`config.mk`:
```
export PLATFORM = sky130hd
export DESIGN_NAME = round_robin_schedule_stats_unit
export DESIGN_NICKNAME = d
export VERILOG_FILES = /design/src/rtl/rrs_pkg.sv /design/src/rtl/round_robin_schedule_stats_unit.sv /design/src/rtl/rrs_ram.sv /design/src/rtl/rrs_alu.sv
export VERILOG_INCLUDE_DIRS = /design/src /design/src/rtl
export SDC_FILE = /design/constraint.sdc
export NUM_CORES = 2
export LEC_CHECK = 0
export BUFFER_PORTS_ARGS = -buffer_cell sky130_fd_sc_hd__buf_2
export CORE_UTILIZATION = 51
export DETAILED_ROUTE_END_ITERATION = 8
export PLACE_DENSITY_LB_ADDON = 0.12
export SYNTH_ARGS = -nofsm -noshare
export SYNTH_HDL_FRONTEND = slang
export SYNTH_HIERARCHICAL = 1
export SYNTH_SLANG_ARGS = --single-unit
```
`constraint.sdc`:
```
create_clock -name i_clk -period 8.25 [get_ports i_clk]
set_input_delay 0.4125 -clock i_clk [delete_from_list [all_inputs] [get_ports i_clk]]
set_output_delay 0.4125 -clock i_clk [all_outputs]
set_load 0.03 [all_outputs]
```
`src/rtl/round_robin_schedule_stats_unit_assert.svh`:
```
// ----------------------------------------------------------------------------
// Round-robin schedule statistics: assertion macros
// Shared helpers for the concurrent checks at the end of the statistics unit.
// ----------------------------------------------------------------------------
`ifndef ROUND_ROBIN_SCHEDULE_STATS_UNIT_ASSERT_SVH
`define ROUND_ROBIN_SCHEDULE_STATS_UNIT_ASSERT_SVH

// Same-cycle implication, disabled while reset is asserted
`define RRS_ASSERT_IMP(lbl, clk, rst_n, ante, cons, msg) \
    lbl: assert property (@(posedge clk) disable iff (!rst_n) (ante) |-> (cons)) \
        else $error(msg);

// Next-cycle implication, disabled while reset is asserted
`define RRS_ASSERT_NXT(lbl, clk, rst_n, ante, cons, msg) \
    lbl: assert property (@(posedge clk) disable iff (!rst_n) (ante) |=> (cons)) \
        else $error(msg);

`endif

```
`src/rtl/rrs_pkg.sv`:
```
// ----------------------------------------------------------------------------
// Round-robin schedule statistics package
// Operation codes and request type of the shared add/subtract unit.
// ----------------------------------------------------------------------------
`default_nettype none

package rrs_pkg;

    localparam int unsigned DATA_W = 32;

    typedef enum logic [1:0] {
        ALU_ADD = 2'b01,
        ALU_SUB = 2'b10
    } t_alu_op;

    typedef struct packed {
        t_alu_op             op;
        logic [DATA_W-1:0]   a;
        logic [DATA_W-1:0]   b;
    } t_alu_req;

endpackage

`default_nettype wire

```
`src/rtl/round_robin_schedule_stats_unit.sv`:
```
// ----------------------------------------------------------------------------
// Round-robin schedule statistics unit
// Loads processes, then replays the round-robin schedule one slice at a time
// and reports total waiting time, total response time and process count; a zero quantum gives zero totals.
// ----------------------------------------------------------------------------
// Channel   Signals                                   Direction
// input     i_valid/o_ready, arrival, burst, last     in
// result    o_valid/i_ready, totals, process_count    out
// config    i_cfg_valid/o_cfg_ready, quantum          in
//
// Loading accepts one process word per cycle; the word marked last starts the
// replay, during which the input is not ready.
// The arrival table is scanned once at start and once per arrival.
// Reset is synchronous; no clearing pass is needed.
// A waiting result is held in the output register while loading goes on.
// ----------------------------------------------------------------------------
`default_nettype none

module round_robin_schedule_stats_unit #(
    parameter int unsigned MAX_PROCS = 64
) (
    input  wire logic        i_clk,
    input  wire logic        i_rst_n,
    input  wire logic        i_valid,
    output logic             o_ready,
    input  wire logic [15:0] i_arrival,
    input  wire logic [15:0] i_burst,
    input  wire logic        i_last,
    output logic             o_valid,
    input  wire logic        i_ready,
    output logic [31:0]      o_total_waiting,
    output logic [31:0]      o_total_response,
    output logic [6:0]       o_process_count,
    input  wire logic        i_cfg_valid,
    output logic             o_cfg_ready,
    input  wire logic [15:0] i_cfg_quantum
);

    `include "round_robin_schedule_stats_unit_assert.svh"

    localparam int unsigned IW = (MAX_PROCS > 1) ? $clog2(MAX_PROCS) : 1;
    localparam int unsigned CW = $clog2(MAX_PROCS + 1);

    typedef enum logic [16:0] {
        S_LOAD     = 17'h00001,
        S_INIT     = 17'h00002,
        S_SCAN_RD  = 17'h00004,
        S_SCAN_CMP = 17'h00008,
        S_ARRCHK   = 17'h00010,
        S_PREEMPT  = 17'h00020,
        S_DISP     = 17'h00040,
        S_POP_W    = 17'h00080,
        S_LD       = 17'h00100,
        S_RESP1    = 17'h00200,
        S_RESP2    = 17'h00400,
        S_RUN      = 17'h00800,
        S_ADV      = 17'h01000,
        S_FIN1     = 17'h02000,
        S_FIN2     = 17'h04000,
        S_FIN3     = 17'h08000,
        S_EMIT     = 17'h10000
    } t_state;

    function automatic logic [IW-1:0] f_wrap_inc(input logic [IW-1:0] p);
        f_wrap_inc = (p == IW'(MAX_PROCS - 1)) ? '0 : p + 1'b1;
    endfunction

    t_state r_state, n_state;
    logic [15:0]          r_quantum, n_quantum;
    logic [CW-1:0]        r_cnt, n_cnt;
    logic [CW-1:0]        r_left, n_left;
    logic [CW-1:0]        r_qcnt, n_qcnt;
    logic [IW-1:0]        r_scan, n_scan;
    logic [IW-1:0]        r_nx_idx, n_nx_idx;
    logic [15:0]          r_nx_arr, n_nx_arr;
    logic                 r_nx_ok, n_nx_ok;
    logic                 r_init, n_init;
    logic                 r_pre, n_pre;
    logic [IW-1:0]        r_head, n_head;
    logic [IW-1:0]        r_tail, n_tail;
    logic [IW-1:0]        r_run, n_run;
    logic [15:0]          r_arr, n_arr;
    logic [15:0]          r_bur, n_bur;
    logic [15:0]          r_rem, n_rem;
    logic [15:0]          r_k, n_k;
    logic [31:0]          r_clk_now, n_clk_now;
    logic [31:0]          r_tmp, n_tmp;
    logic [31:0]          r_wsum, n_wsum;
    logic [31:0]          r_rsum, n_rsum;
    logic [MAX_PROCS-1:0] r_arrived, n_arrived;
    logic [MAX_PROCS-1:0] r_started, n_started;
    logic                 r_out_valid, n_out_valid;
    logic [31:0]          r_out_w, n_out_w;
    logic [31:0]          r_out_r, n_out_r;
    logic [6:0]           r_out_pc, n_out_pc;

    rrs_pkg::t_alu_req alu_req;
    logic [31:0]       alu_y;
    logic              alu_borrow;

    logic              tbl_we;
    logic [15:0]       bur_fix;
    logic [IW-1:0]     tbl_raddr;
    logic [31:0]       tbl_rdata;
    logic              rem_we;
    logic [15:0]       rem_new;
    logic [15:0]       rem_rdata;
    logic              q_we;
    logic [IW-1:0]     q_wdata;
    logic [IW-1:0]     q_rdata;
    logic              slice_fin;
    logic              scan_take;
    logic              scan_last;
    logic [CW+6:0]     cnt_ext;

    // Storage: process table, remaining time, ready queue
    rrs_ram #(.WIDTH(32), .DEPTH(MAX_PROCS)) u_tbl (
        .i_clk   (i_clk),
        .i_we    (tbl_we),
        .i_waddr (r_cnt[IW-1:0]),
        .i_wdata ({i_arrival, bur_fix}),
        .i_raddr (tbl_raddr),
        .o_rdata (tbl_rdata)
    );

    rrs_ram #(.WIDTH(16), .DEPTH(MAX_PROCS)) u_rem (
        .i_clk   (i_clk),
        .i_we    (rem_we),
        .i_waddr (r_run),
        .i_wdata (rem_new),
        .i_raddr (q_rdata),
        .o_rdata (rem_rdata)
    );

    rrs_ram #(.WIDTH(IW), .DEPTH(MAX_PROCS)) u_queue (
        .i_clk   (i_clk),
        .i_we    (q_we),
        .i_waddr (r_tail),
        .i_wdata (q_wdata),
        .i_raddr (r_head),
        .o_rdata (q_rdata)
    );

    rrs_alu u_alu (
        .i_req    (alu_req),
        .o_y      (alu_y),
        .o_borrow (alu_borrow)
    );

    // Steer the shared adder by state
    always_comb begin
        alu_req.op = rrs_pkg::ALU_SUB;
        alu_req.a  = '0;
        alu_req.b  = '0;
        case (r_state)
            S_SCAN_CMP: begin
                alu_req.a = {16'd0, tbl_rdata[31:16]};
                alu_req.b = {16'd0, r_nx_arr};
            end
            S_ARRCHK: begin
                alu_req.a = r_clk_now;
                alu_req.b = {16'd0, r_nx_arr};
            end
            S_RESP1, S_FIN1: begin
                alu_req.a = r_clk_now;
                alu_req.b = {16'd0, r_arr};
            end
            S_RESP2: begin
                alu_req.op = rrs_pkg::ALU_ADD;
                alu_req.a  = r_rsum;
                alu_req.b  = r_tmp;
            end
            S_RUN: begin
                alu_req.a = {16'd0, r_rem};
                alu_req.b = {16'd0, r_quantum};
            end
            S_ADV: begin
                alu_req.op = rrs_pkg::ALU_ADD;
                alu_req.a  = r_clk_now;
                alu_req.b  = {16'd0, r_k};
            end
            S_FIN2: begin
                alu_req.a = r_tmp;
                alu_req.b = {16'd0, r_bur};
            end
            S_FIN3: begin
                alu_req.op = rrs_pkg::ALU_ADD;
                alu_req.a  = r_wsum;
                alu_req.b  = r_tmp;
            end
            default: begin
                alu_req.op = rrs_pkg::ALU_SUB;
            end
        endcase
    end

    // Memory port control
    assign bur_fix   = (i_burst == 16'd0) ? 16'd1 : i_burst;
    assign tbl_we    = (r_state == S_LOAD) && i_valid && (r_cnt < CW'(MAX_PROCS));
    assign tbl_raddr = (r_state == S_SCAN_RD) ? r_scan : q_rdata;
    assign slice_fin = alu_borrow || (alu_y == 32'd0);
    assign rem_new   = slice_fin ? 16'd0 : alu_y[15:0];
    assign rem_we    = (r_state == S_RUN);
    assign q_wdata   = (r_state == S_PREEMPT) ? r_run : r_nx_idx;
    assign q_we      = ((r_state == S_PREEMPT) && r_pre) ||
                       ((r_state == S_ARRCHK) && r_nx_ok && !alu_borrow);
    assign scan_take = !r_arrived[r_scan] && (!r_nx_ok || alu_borrow);
    assign scan_last = ((CW'(r_scan) + CW'(1)) == r_cnt);
    assign cnt_ext   = {7'd0, r_cnt};

    // Sequencer
    always_comb begin
        n_state     = r_state;
        n_quantum   = r_quantum;
        n_cnt       = r_cnt;
        n_left      = r_left;
        n_qcnt      = r_qcnt;
        n_scan      = r_scan;
        n_nx_idx    = r_nx_idx;
        n_nx_arr    = r_nx_arr;
        n_nx_ok     = r_nx_ok;
        n_init      = r_init;
        n_pre       = r_pre;
        n_head      = r_head;
        n_tail      = r_tail;
        n_run       = r_run;
        n_arr       = r_arr;
        n_bur       = r_bur;
        n_rem       = r_rem;
        n_k         = r_k;
        n_clk_now   = r_clk_now;
        n_tmp       = r_tmp;
        n_wsum      = r_wsum;
        n_rsum      = r_rsum;
        n_arrived   = r_arrived;
        n_started   = r_started;
        n_out_valid = r_out_valid;
        n_out_w     = r_out_w;
        n_out_r     = r_out_r;
        n_out_pc    = r_out_pc;

        // Drop the result once taken
        if (r_out_valid && i_ready) begin
            n_out_valid = 1'b0;
        end
        if (i_cfg_valid) begin
            n_quantum = i_cfg_quantum;
        end

        unique case (r_state)
            S_LOAD: begin
                if (i_valid) begin
                    if (r_cnt < CW'(MAX_PROCS)) begin
                        n_cnt = r_cnt + 1'b1;
                    end
                    if (i_last) begin
                        n_wsum  = '0;
                        n_rsum  = '0;
                        n_state = (r_quantum == 16'd0) ? S_EMIT : S_INIT;
                    end
                end
            end
            S_INIT: begin
                n_arrived = '0;
                n_started = '0;
                n_head    = '0;
                n_tail    = '0;
                n_qcnt    = '0;
                n_left    = r_cnt;
                n_nx_ok   = 1'b0;
                n_scan    = '0;
                n_init    = 1'b1;
                n_pre     = 1'b0;
                n_state   = S_SCAN_RD;
            end
            S_SCAN_RD: begin
                n_state = S_SCAN_CMP;
            end
            // Keep the earliest unarrived process; ties go to the lower index
            S_SCAN_CMP: begin
                if (scan_take) begin
                    n_nx_ok  = 1'b1;
                    n_nx_idx = r_scan;
                    n_nx_arr = tbl_rdata[31:16];
                end
                if (scan_last) begin
                    if (r_init) begin
                        n_init    = 1'b0;
                        n_clk_now = {16'd0, scan_take ? tbl_rdata[31:16] : r_nx_arr};
                    end
                    n_state = S_ARRCHK;
                end else begin
                    n_scan  = r_scan + 1'b1;
                    n_state = S_SCAN_RD;
                end
            end
            // Enqueue arrivals due by now, one per table scan
            S_ARRCHK: begin
                if (r_nx_ok && !alu_borrow) begin
                    n_tail               = f_wrap_inc(r_tail);
                    n_qcnt               = r_qcnt + 1'b1;
                    n_arrived[r_nx_idx]  = 1'b1;
                    n_nx_ok              = 1'b0;
                    n_scan               = '0;
                    n_state              = S_SCAN_RD;
                end else begin
                    n_state = S_PREEMPT;
                end
            end
            S_PREEMPT: begin
                if (r_pre) begin
                    n_tail = f_wrap_inc(r_tail);
                    n_qcnt = r_qcnt + 1'b1;
                    n_pre  = 1'b0;
                end
                n_state = S_DISP;
            end
            // Pop the queue head, or skip the idle gap to the next arrival
            S_DISP: begin
                if (r_qcnt == '0) begin
                    if (r_nx_ok) begin
                        n_clk_now = {16'd0, r_nx_arr};
                        n_state   = S_ARRCHK;
                    end else begin
                        n_state = S_EMIT;
                    end
                end else begin
                    n_head  = f_wrap_inc(r_head);
                    n_qcnt  = r_qcnt - 1'b1;
                    n_state = S_POP_W;
                end
            end
            S_POP_W: begin
                n_run   = q_rdata;
                n_state = S_LD;
            end
            S_LD: begin
                n_arr = tbl_rdata[31:16];
                n_bur = tbl_rdata[15:0];
                if (r_started[r_run]) begin
                    n_rem   = rem_rdata;
                    n_state = S_RUN;
                end else begin
                    n_rem   = tbl_rdata[15:0];
                    n_state = S_RESP1;
                end
            end
            S_RESP1: begin
                n_tmp   = alu_y;
                n_state = S_RESP2;
            end
            S_RESP2: begin
                n_rsum             = alu_y;
                n_started[r_run]   = 1'b1;
                n_state            = S_RUN;
            end
            // Run one slice: the lesser of remaining time and quantum
            S_RUN: begin
                n_k     = slice_fin ? r_rem : r_quantum;
                n_rem   = rem_new;
                n_state = S_ADV;
            end
            S_ADV: begin
                n_clk_now = alu_y;
                if (r_rem == 16'd0) begin
                    n_state = S_FIN1;
                end else begin
                    n_pre   = 1'b1;
                    n_state = S_ARRCHK;
                end
            end
            S_FIN1: begin
                n_tmp   = alu_y;
                n_state = S_FIN2;
            end
            S_FIN2: begin
                n_tmp   = alu_y;
                n_state = S_FIN3;
            end
            S_FIN3: begin
                n_wsum  = alu_y;
                n_left  = r_left - 1'b1;
                n_state = (r_left == CW'(1)) ? S_EMIT : S_ARRCHK;
            end
            // Hand over the totals once the output register is free
            S_EMIT: begin
                if (!r_out_valid || i_ready) begin
                    n_out_valid = 1'b1;
                    n_out_w     = r_wsum;
                    n_out_r     = r_rsum;
                    n_out_pc    = cnt_ext[6:0];
                    n_cnt       = '0;
                    n_wsum      = '0;
                    n_rsum      = '0;
                    n_state     = S_LOAD;
                end
            end
            default: begin
                n_state = S_LOAD;
            end
        endcase
    end

    // Control registers
    always_ff @(posedge i_clk) begin
        if (!i_rst_n) begin
            r_state     <= S_LOAD;
            r_quantum   <= 16'd1;
            r_cnt       <= '0;
            r_left      <= '0;
            r_qcnt      <= '0;
            r_nx_ok     <= 1'b0;
            r_init      <= 1'b0;
            r_pre       <= 1'b0;
            r_head      <= '0;
            r_tail      <= '0;
            r_arrived   <= '0;
            r_started   <= '0;
            r_out_valid <= 1'b0;
            r_wsum      <= '0;
            r_rsum      <= '0;
        end else begin
            r_state     <= n_state;
            r_quantum   <= n_quantum;
            r_cnt       <= n_cnt;
            r_left      <= n_left;
            r_qcnt      <= n_qcnt;
            r_nx_ok     <= n_nx_ok;
            r_init      <= n_init;
            r_pre       <= n_pre;
            r_head      <= n_head;
            r_tail      <= n_tail;
            r_arrived   <= n_arrived;
            r_started   <= n_started;
            r_out_valid <= n_out_valid;
            r_wsum      <= n_wsum;
            r_rsum      <= n_rsum;
        end
    end

    // Payload registers
    always_ff @(posedge i_clk) begin
        r_scan    <= n_scan;
        r_nx_idx  <= n_nx_idx;
        r_nx_arr  <= n_nx_arr;
        r_run     <= n_run;
        r_arr     <= n_arr;
        r_bur     <= n_bur;
        r_rem     <= n_rem;
        r_k       <= n_k;
        r_clk_now <= n_clk_now;
        r_tmp     <= n_tmp;
        r_out_w   <= n_out_w;
        r_out_r   <= n_out_r;
        r_out_pc  <= n_out_pc;
    end

    assign o_ready          = (r_state == S_LOAD);
    assign o_cfg_ready      = 1'b1;
    assign o_valid          = r_out_valid;
    assign o_total_waiting  = r_out_w;
    assign o_total_response = r_out_r;
    assign o_process_count  = r_out_pc;

    `RRS_ASSERT_IMP(a_qcnt_bound, i_clk, i_rst_n, (r_state != S_LOAD), (r_qcnt <= r_cnt), "ready queue holds more entries than loaded processes")
    `RRS_ASSERT_IMP(a_idle_has_arrival, i_clk, i_rst_n, ((r_state == S_DISP) && (r_qcnt == '0)), (r_nx_ok), "empty ready queue with no pending arrival")
    `RRS_ASSERT_IMP(a_slice_nonzero, i_clk, i_rst_n, (r_state == S_ADV), (r_k != 16'd0), "time slice of zero ticks")
    `RRS_ASSERT_NXT(a_last_finish_emits, i_clk, i_rst_n, ((r_state == S_FIN3) && (r_left == CW'(1))), (r_state == S_EMIT), "last completion did not move to result")

endmodule

`default_nettype wire

```
`src/rtl/rrs_ram.sv`:
```
// ----------------------------------------------------------------------------
// Generic RAM
// One write port, one read port with registered read data.
// ----------------------------------------------------------------------------
`default_nettype none

module rrs_ram #(
    parameter int unsigned WIDTH = 16,
    parameter int unsigned DEPTH = 64
) (
    input  wire logic                                     i_clk,
    input  wire logic                                     i_we,
    input  wire logic [((DEPTH > 1) ? $clog2(DEPTH) : 1)-1:0] i_waddr,
    input  wire logic [WIDTH-1:0]                         i_wdata,
    input  wire logic [((DEPTH > 1) ? $clog2(DEPTH) : 1)-1:0] i_raddr,
    output logic      [WIDTH-1:0]                         o_rdata
);

    logic [WIDTH-1:0] r_mem [DEPTH];

    // Write and registered read
    always_ff @(posedge i_clk) begin
        if (i_we) begin
            r_mem[i_waddr] <= i_wdata;
        end
        o_rdata <= r_mem[i_raddr];
    end

endmodule

`default_nettype wire

```
`src/rtl/rrs_alu.sv`:
```
// ----------------------------------------------------------------------------
// Shared add/subtract unit
// One 32-bit adder for the time sums and arrival compares of the sequencer.
// ----------------------------------------------------------------------------
`default_nettype none

module rrs_alu (
    input  wire rrs_pkg::t_alu_req           i_req,
    output logic [rrs_pkg::DATA_W-1:0]       o_y,
    output logic                             o_borrow
);

    logic [rrs_pkg::DATA_W:0] sum;

    // Add or subtract; top bit is the borrow on subtract
    always_comb begin
        case (i_req.op)
            rrs_pkg::ALU_ADD: sum = {1'b0, i_req.a} + {1'b0, i_req.b};
            rrs_pkg::ALU_SUB: sum = {1'b0, i_req.a} - {1'b0, i_req.b};
            default:          sum = '0;
        endcase
    end

    assign o_y      = sum[rrs_pkg::DATA_W-1:0];
    assign o_borrow = (i_req.op == rrs_pkg::ALU_SUB) && sum[rrs_pkg::DATA_W];

endmodule

`default_nettype wire

```
Word-level counts from Yosys, hierarchy flattened
Memory sizes are Yosys's and may differ from the RTL's. A register that Yosys moved wholly into a read port is not among the register bits.
Index checks and enable logic that the tools add are counted.
{"block": "totals", "wordCells": 222, "memories": 3, "ram_bits": 3456, "out_inout_bits": 74, "reg_bits": 495, "inputBits": 54}
{"block": "op_classes", "mux": 79, "magnitude_cmp": 6, "bitwise": 2, "eq_ne": 37, "n_addsub": 10, "n_reduce_logical": 57}
{"memory": "u_tbl.r_mem", "words": 64, "width": 32, "rd": 1, "rd_ports_with_merged_regs": 1, "wr": 1, "line_no": "rrs_ram.sv:19", "rtl": "logic [WIDTH-1:0] r_mem [DEPTH];"}
{"memory": "u_rem.r_mem", "words": 64, "width": 16, "rd": 1, "rd_ports_with_merged_regs": 1, "wr": 1, "line_no": "rrs_ram.sv:19"}
{"memory": "u_queue.r_mem", "words": 64, "width": 6, "rd": 1, "rd_ports_with_merged_regs": 1, "wr": 1, "line_no": "rrs_ram.sv:19"}
{"op": "$pmux 64 s8", "n": 1}
{"op": "$pmux 17 s17", "n": 1}
{"op": "$pmux 32 s3", "n": 3}
{"op": "$pmux 64 s2", "n": 2}
{"op": "$mux 32", "n": 7}
{"op": "$or 64x64->64", "n": 2}
{"op": "$mux 17", "n": 7}
{"op": "$mux 16", "n": 5}
{"op": "$pmux 33 s2", "n": 1}
{"op": "$mux 64", "n": 1}
{"op": "$mux 6", "n": 10}
{"op": "$logic_not 16->1", "n": 3}
{"op": "$mux 7", "n": 6}
{"op": "$pmux 6 s3", "n": 2}
{"op": "$add 32x32->33", "n": 1}
{"op": "$sub 32x32->33", "n": 1}
{"op": "$logic_not 32->1", "n": 1}
{"op": "$pmux 16 s2", "n": 1}
{"op": "$pmux 7 s2", "n": 2}
{"op": "$pmux 7 s4", "n": 1}
{"op": "$ne 2x2->1 const B", "n": 11}
{"op": "$lt 6x7->1 const B", "n": 3}
{"op": "$add 6x1->6 const B", "n": 3}
{"op": "$eq 17x1->1 const B", "n": 1}
{"op": "other kinds (50)", "n": 115}

Depth between registers and ports, before layout
{"block": "logic_depth", "depth_word": 12, "ltp_mapped": 34, "mapped_depth_nobuf": 29}

Modules after synthesis
Netlist, hierarchy kept.
{"mod": "rrs_ram (u_tbl)", "area_each_um2": 78515.3, "instances": 1, "cells_each": 3324}
{"mod": "rrs_ram (u_rem)", "area_each_um2": 40042.2, "instances": 1, "cells_each": 1829}
{"mod": "round_robin_schedule_stats_unit", "area_each_um2": 21538.2, "instances": 1, "cells_each": 1994}
{"mod": "rrs_ram (u_queue)", "area_each_um2": 15164.5, "instances": 1, "cells_each": 707}
{"mod": "rrs_alu", "area_each_um2": 2723.9, "instances": 1, "cells_each": 418}

Least setup slack after synthesis
Ideal clock, no wire load.
{"block": "synth_timing", "kind": "flip-flop to flip-flop", "startpoint": "register r_state[13]", "endpoint": "memory u_rem.r_mem[0][11] (data pin)", "stages_incl_launch_ff": 28, "setup_slack_ps": 1231, "setup_time_ps": 370, "required_time_ps": 7880, "t_arrival_ps": 6649, "synth_period_minus_slack_ps": 7019, "path_cell_list": "dfxtp_1 -> or4_4 -> or4_1 -> buf_2 -> a21oi_1 -> clkbuf_1 -> a22oi_1 -> nand3_1 -> inv_1 -> ha_1 -> and2_1 -> and3b_1 -> a21oi_1 -> xnor2_1 -> ha_1 -> and3_1 -> buf_2 -> and3_1 -> a221oi_2 -> a21oi_2 -> a2111o_1 -> o211ai_1 -> nor4_1 -> nand4_1 -> nor2_1 -> nor2_1 -> clkbuf_1 -> and2_1"}
{"element": "from (decl)", "line_no": "round_robin_schedule_stats_unit.sv:68", "rtl": "t_state r_state, n_state;"}
{"element": "from (signal assigned)", "line_no": "round_robin_schedule_stats_unit.sv:423", "rtl": "r_state <= n_state;"}
{"element": "to (decl)", "line_no": "rrs_ram.sv:19"}

==> run metrics <==
run status finished, violations left; failing checks design-rule violations; worst clock skew on the final layout between 0.04 and 0.05 ns; vias in the first global route 83800; final weighted congestion in routability-driven placement roughly 0.90; Setup Crit Path Kind register to register; number of enable flip-flop cells after synthesis 3689; overall global routing resource usage 0.282; synthesized area per cell 19.1 um2; met2 routed wirelength 208000 um; Final Hold Violating Endpoints 0; final routed DRC violation total 8; number of maximum-capacitance violations 0; f_max roughly 130 MHz; number of buffers inserted by port buffering ~130; Synth async-reset ratio 0; Post-Layout Inst Area 179000 um2; uppermost layer routed met5; Clock Sink Count about 4000; number of routed nets with antenna violations 0; routed wl met3 roughly 40000 um; biggest fanout along the worst timing path 32; wire length of the first global-routing pass around 620000 um; post-synthesis cell type count 110; number of detailed-route iterations in the first pass 9; Die Y 559 um; flop and latch count out of synthesis 4005; insertion delay of the later-clocked pin in the worst-skew pair 0.96 ns; CP arrival about 8.5 ns; Overflow after GRT 0; endpoints failing setup 0; routed wire length 441000 um; required time at the endpoint of the critical path 8.84 ns; H-tree depth reported by CTS 5; area of the mapped netlist 158000 um2; wire length on met1 177000 um; Mapped Nets 8373; overall die area 312000 um2; synthesized-area fraction occupied by adder cells 0.00382; I/O pin count 128; number of CTS-inserted buffers a little over 400; Power, Total 41100 uW; area overhead of the layout relative to synthesis 13.0%; TritonCTS clock tree built; post-layout min period between 7 and 8 ns; cells after synthesis 8272; top library cells by usage in the layout, fill and taps aside 3689 x sky130_fd_sc_hd__edfxtp_1, 876 x sky130_fd_sc_hd__mux4_2, 526 x sky130_fd_sc_hd__nor2_1; Longest Clk Path Bufs 4; antenna violations before repair 28; largest family of logic cells by synthesized area multiplexers; Vias per Instance 6.46; FP Rows 203; initial standard-cell utilization of the core 0.514; leakage power 0.0547 uW; simple-gate area share of the yosys netlist 0.0428; half-perimeter wire length of the detailed placement result between 200000 and 300000 um; top_reg_cell synth sky130_fd_sc_hd__edfxtp_1; count of routing violations after the opening detailed-route iteration 10700; routed wire length per instance 33.5 um; number of warnings printed during yosys synthesis 6; final net count 8801; compound-gate portion of the synthesized area 0.0421; final-layout fill cell count between 20000 and 25000; class of the tightest hold or removal check primary input to register; cell at the root of the clock tree sky130_fd_sc_hd__clkbuf_16; Std-Cell Core Area approximately 300000 um2; count of vias placed by the detailed router between 80000 and 90000; die span in x 559 um; slew at the pin closest to its max-slew limit 1.37 ns; nature of the critical path endpoint register; maximum number of pins on one net before global-route repair 121; Cell Pwr Density ~230 nW/um2; Slew Limit Headroom 0.0864; instance area after placement roughly 160000 um2; IR drop worst, VDD roughly 180 uV; critical path startpoint category register; layout cell share with drive strength beyond 1 0.248; ratio of final minimum period to clock period 0.960; xor/xnor cell area share of the yosys netlist 0.00333; multiplexer fraction of the synthesized cell area 0.150; sequential share of the synthesized area 0.741; most frequent standard cell in the layout excluding fill and tap cells sky130_fd_sc_hd__edfxtp_1; max-slew violation total from the final report 0; clock-pin slew of the registers on the worst-case setup and hold paths 0.06 ns
cells by family (layout without fill, tap and decap cells):
| logic type | Yosys count | after routing |
|---|---|---|
| multiplexers | 1241 | 1241 |
| flip-flops | 4005 | 4005 |
| adder cells (fa/ha/maj) | 47 | 47 |
| other | 1 | 32 |
| AND/OR/NAND/NOR | 1433 | 1433 |
| AO/OA/AOI/OAI | 948 | 948 |
| buffers and inverters | 537 | 1305 |
| XOR/XNOR | 60 | 60 |
routing by layer:
metal  GRT usage  vias to the layer above
met5     0.00973                        -
met4      0.0961                       10
met3      0.0567                      735
met2       0.442                     4207
met1       0.397                    45300
li1            -                    34800
path summary, 6_finish.rpt:
path	slack, ns	startpoint	cells after the start	endpoint
setup / recovery	0.33	r_state[3]	22	u_queue/r_mem[10][1]
hold / removal	0.08	i_last	4	r_state[3]
setup reg to reg	0.33	r_state[3]	22	u_queue/r_mem[10][1]
hold reg to reg	0.46	r_arrived[21]	2	r_arrived[21]
power breakdown:
group | switching [uW] | total [uW] | internal [uW]
logic | 549 | 739 | 190
registers | 40.4 | 22100 | 22100
clock network | 7670 | 18200 | 10600
total | 8260 | 41100 | 32900
synthesized netlist by cell type (all sizes together) (10+ instances only):
| cell | instances | area share |
|---|---|---|
| or3b | 10 | 0.00055 |
| a211oi | 37 | 0.0018 |
| nand2b | 29 | 0.0011 |
| mux2 | 82 | 0.0059 |
| clkbuf | 232 | 0.0056 |
| o22ai | 90 | 0.0036 |
| a222oi | 49 | 0.0031 |
| ha | 45 | 0.0036 |
| o211ai | 15 | 0.00074 |
| nand3 | 114 | 0.0037 |
| nor3 | 60 | 0.0020 |
| dfxtp | 316 | 0.040 |
| buf | 264 | 0.011 |
| nand4 | 30 | 0.0012 |
| o221ai | 31 | 0.0017 |
| nand2 | 255 | 0.0061 |
| or2 | 10 | 0.00040 |
| nor2b | 67 | 0.0027 |
| xnor2 | 52 | 0.0029 |
| a31oi | 41 | 0.0017 |
| a22oi | 234 | 0.011 |
| a22o | 25 | 0.0014 |
| o21ai | 44 | 0.0014 |
| edfxtp | 3689 | 0.70 |
| nor3b | 20 | 0.0010 |
| and2 | 68 | 0.0027 |
| or3 | 14 | 0.00062 |
| and3 | 28 | 0.0011 |
| mux4 | 884 | 0.13 |
| a21oi | 248 | 0.0080 |
| a221oi | 24 | 0.0014 |
| nand3b | 16 | 0.00076 |
| a311oi | 18 | 0.0010 |
| nor4 | 40 | 0.0020 |
| a21o | 12 | 0.00058 |
| nor2 | 649 | 0.016 |
| inv | 39 | 0.00093 |
| mux2i | 275 | 0.017 |
metrics by stage:
stage               setup slack (ns)  TNS, ns  hold slack (ns)  utilization  std cells
global route                 -0.0222   -0.374           0.0805        0.581      13200
finish                         0.328        0           0.0848        0.582      13200
CTS                            0.131        0           0.0137        0.581      13100
detailed placement          -0.00360  -0.0346            0.455        0.537      12400
floorplan                       1.23        0            0.408            -       8272
global placement              0.0696        0            0.442        0.537      12400
registers in the layout, summed over array words and instances, names as in the netlist, 17 cells and up:
signal and cells:
o_total_response 32, o_total_waiting 32, r_arrived 64, r_clk_now 32
r_rsum 32, r_started 64, r_state 17, r_tmp 32
r_wsum 32, u_queue/r_mem 384, u_rem/r_mem 1024, u_tbl/o_rdata 32
u_tbl/r_mem 2048
critical path, stage by stage, from the launching register on:
cell	delay (ns)
sky130_fd_sc_hd__dfxtp_1	0.35
sky130_fd_sc_hd__or4_1	0.62
sky130_fd_sc_hd__or4_1	0.57
sky130_fd_sc_hd__a21oi_2	0.49
sky130_fd_sc_hd__buf_4	0.38
sky130_fd_sc_hd__or2_2	0.17
sky130_fd_sc_hd__inv_1	0.04
sky130_fd_sc_hd__ha_2	0.38
sky130_fd_sc_hd__mux2_2	0.39
sky130_fd_sc_hd__fa_1	0.39
sky130_fd_sc_hd__nor2b_1	0.20
sky130_fd_sc_hd__o31a_1	0.23
sky130_fd_sc_hd__o31a_4	0.19
sky130_fd_sc_hd__a31oi_2	0.16
sky130_fd_sc_hd__a21boi_1	0.37
sky130_fd_sc_hd__a211oi_2	0.15
sky130_fd_sc_hd__o221a_2	0.35
sky130_fd_sc_hd__nor2b_1	0.23
sky130_fd_sc_hd__nand3_1	0.35
sky130_fd_sc_hd__nand2_2	0.30
sky130_fd_sc_hd__nor2b_1	0.38
sky130_fd_sc_hd__nand2_2	0.42
sky130_fd_sc_hd__nor2_2	0.40
final cells by class:
class	instances	area, um2	share of cell area
Antenna cell	31	77.6	0.000434
Clock buffer	535	11100	0.0619
Clock inverter	215	2130	0.0119
Inverter	41	164	0.000918
Multi-Input combinational cell	3730	39000	0.219
Sequential cell	4005	117000	0.656
Tap cell	4100	5130	0.0287
Timing Repair Buffer	514	3880	0.0217
repair_timing:
action | CTS | global route
endpoints found under the hold margin | 30 | 0
gates resized for setup | 2 | 56
endpoints found under the setup margin | 76 | 1135
hold buffers | 35 | 0
setup buffers | 0 | 3
pin swaps | 0 | 1
Power figures use the tool's default switching activity.
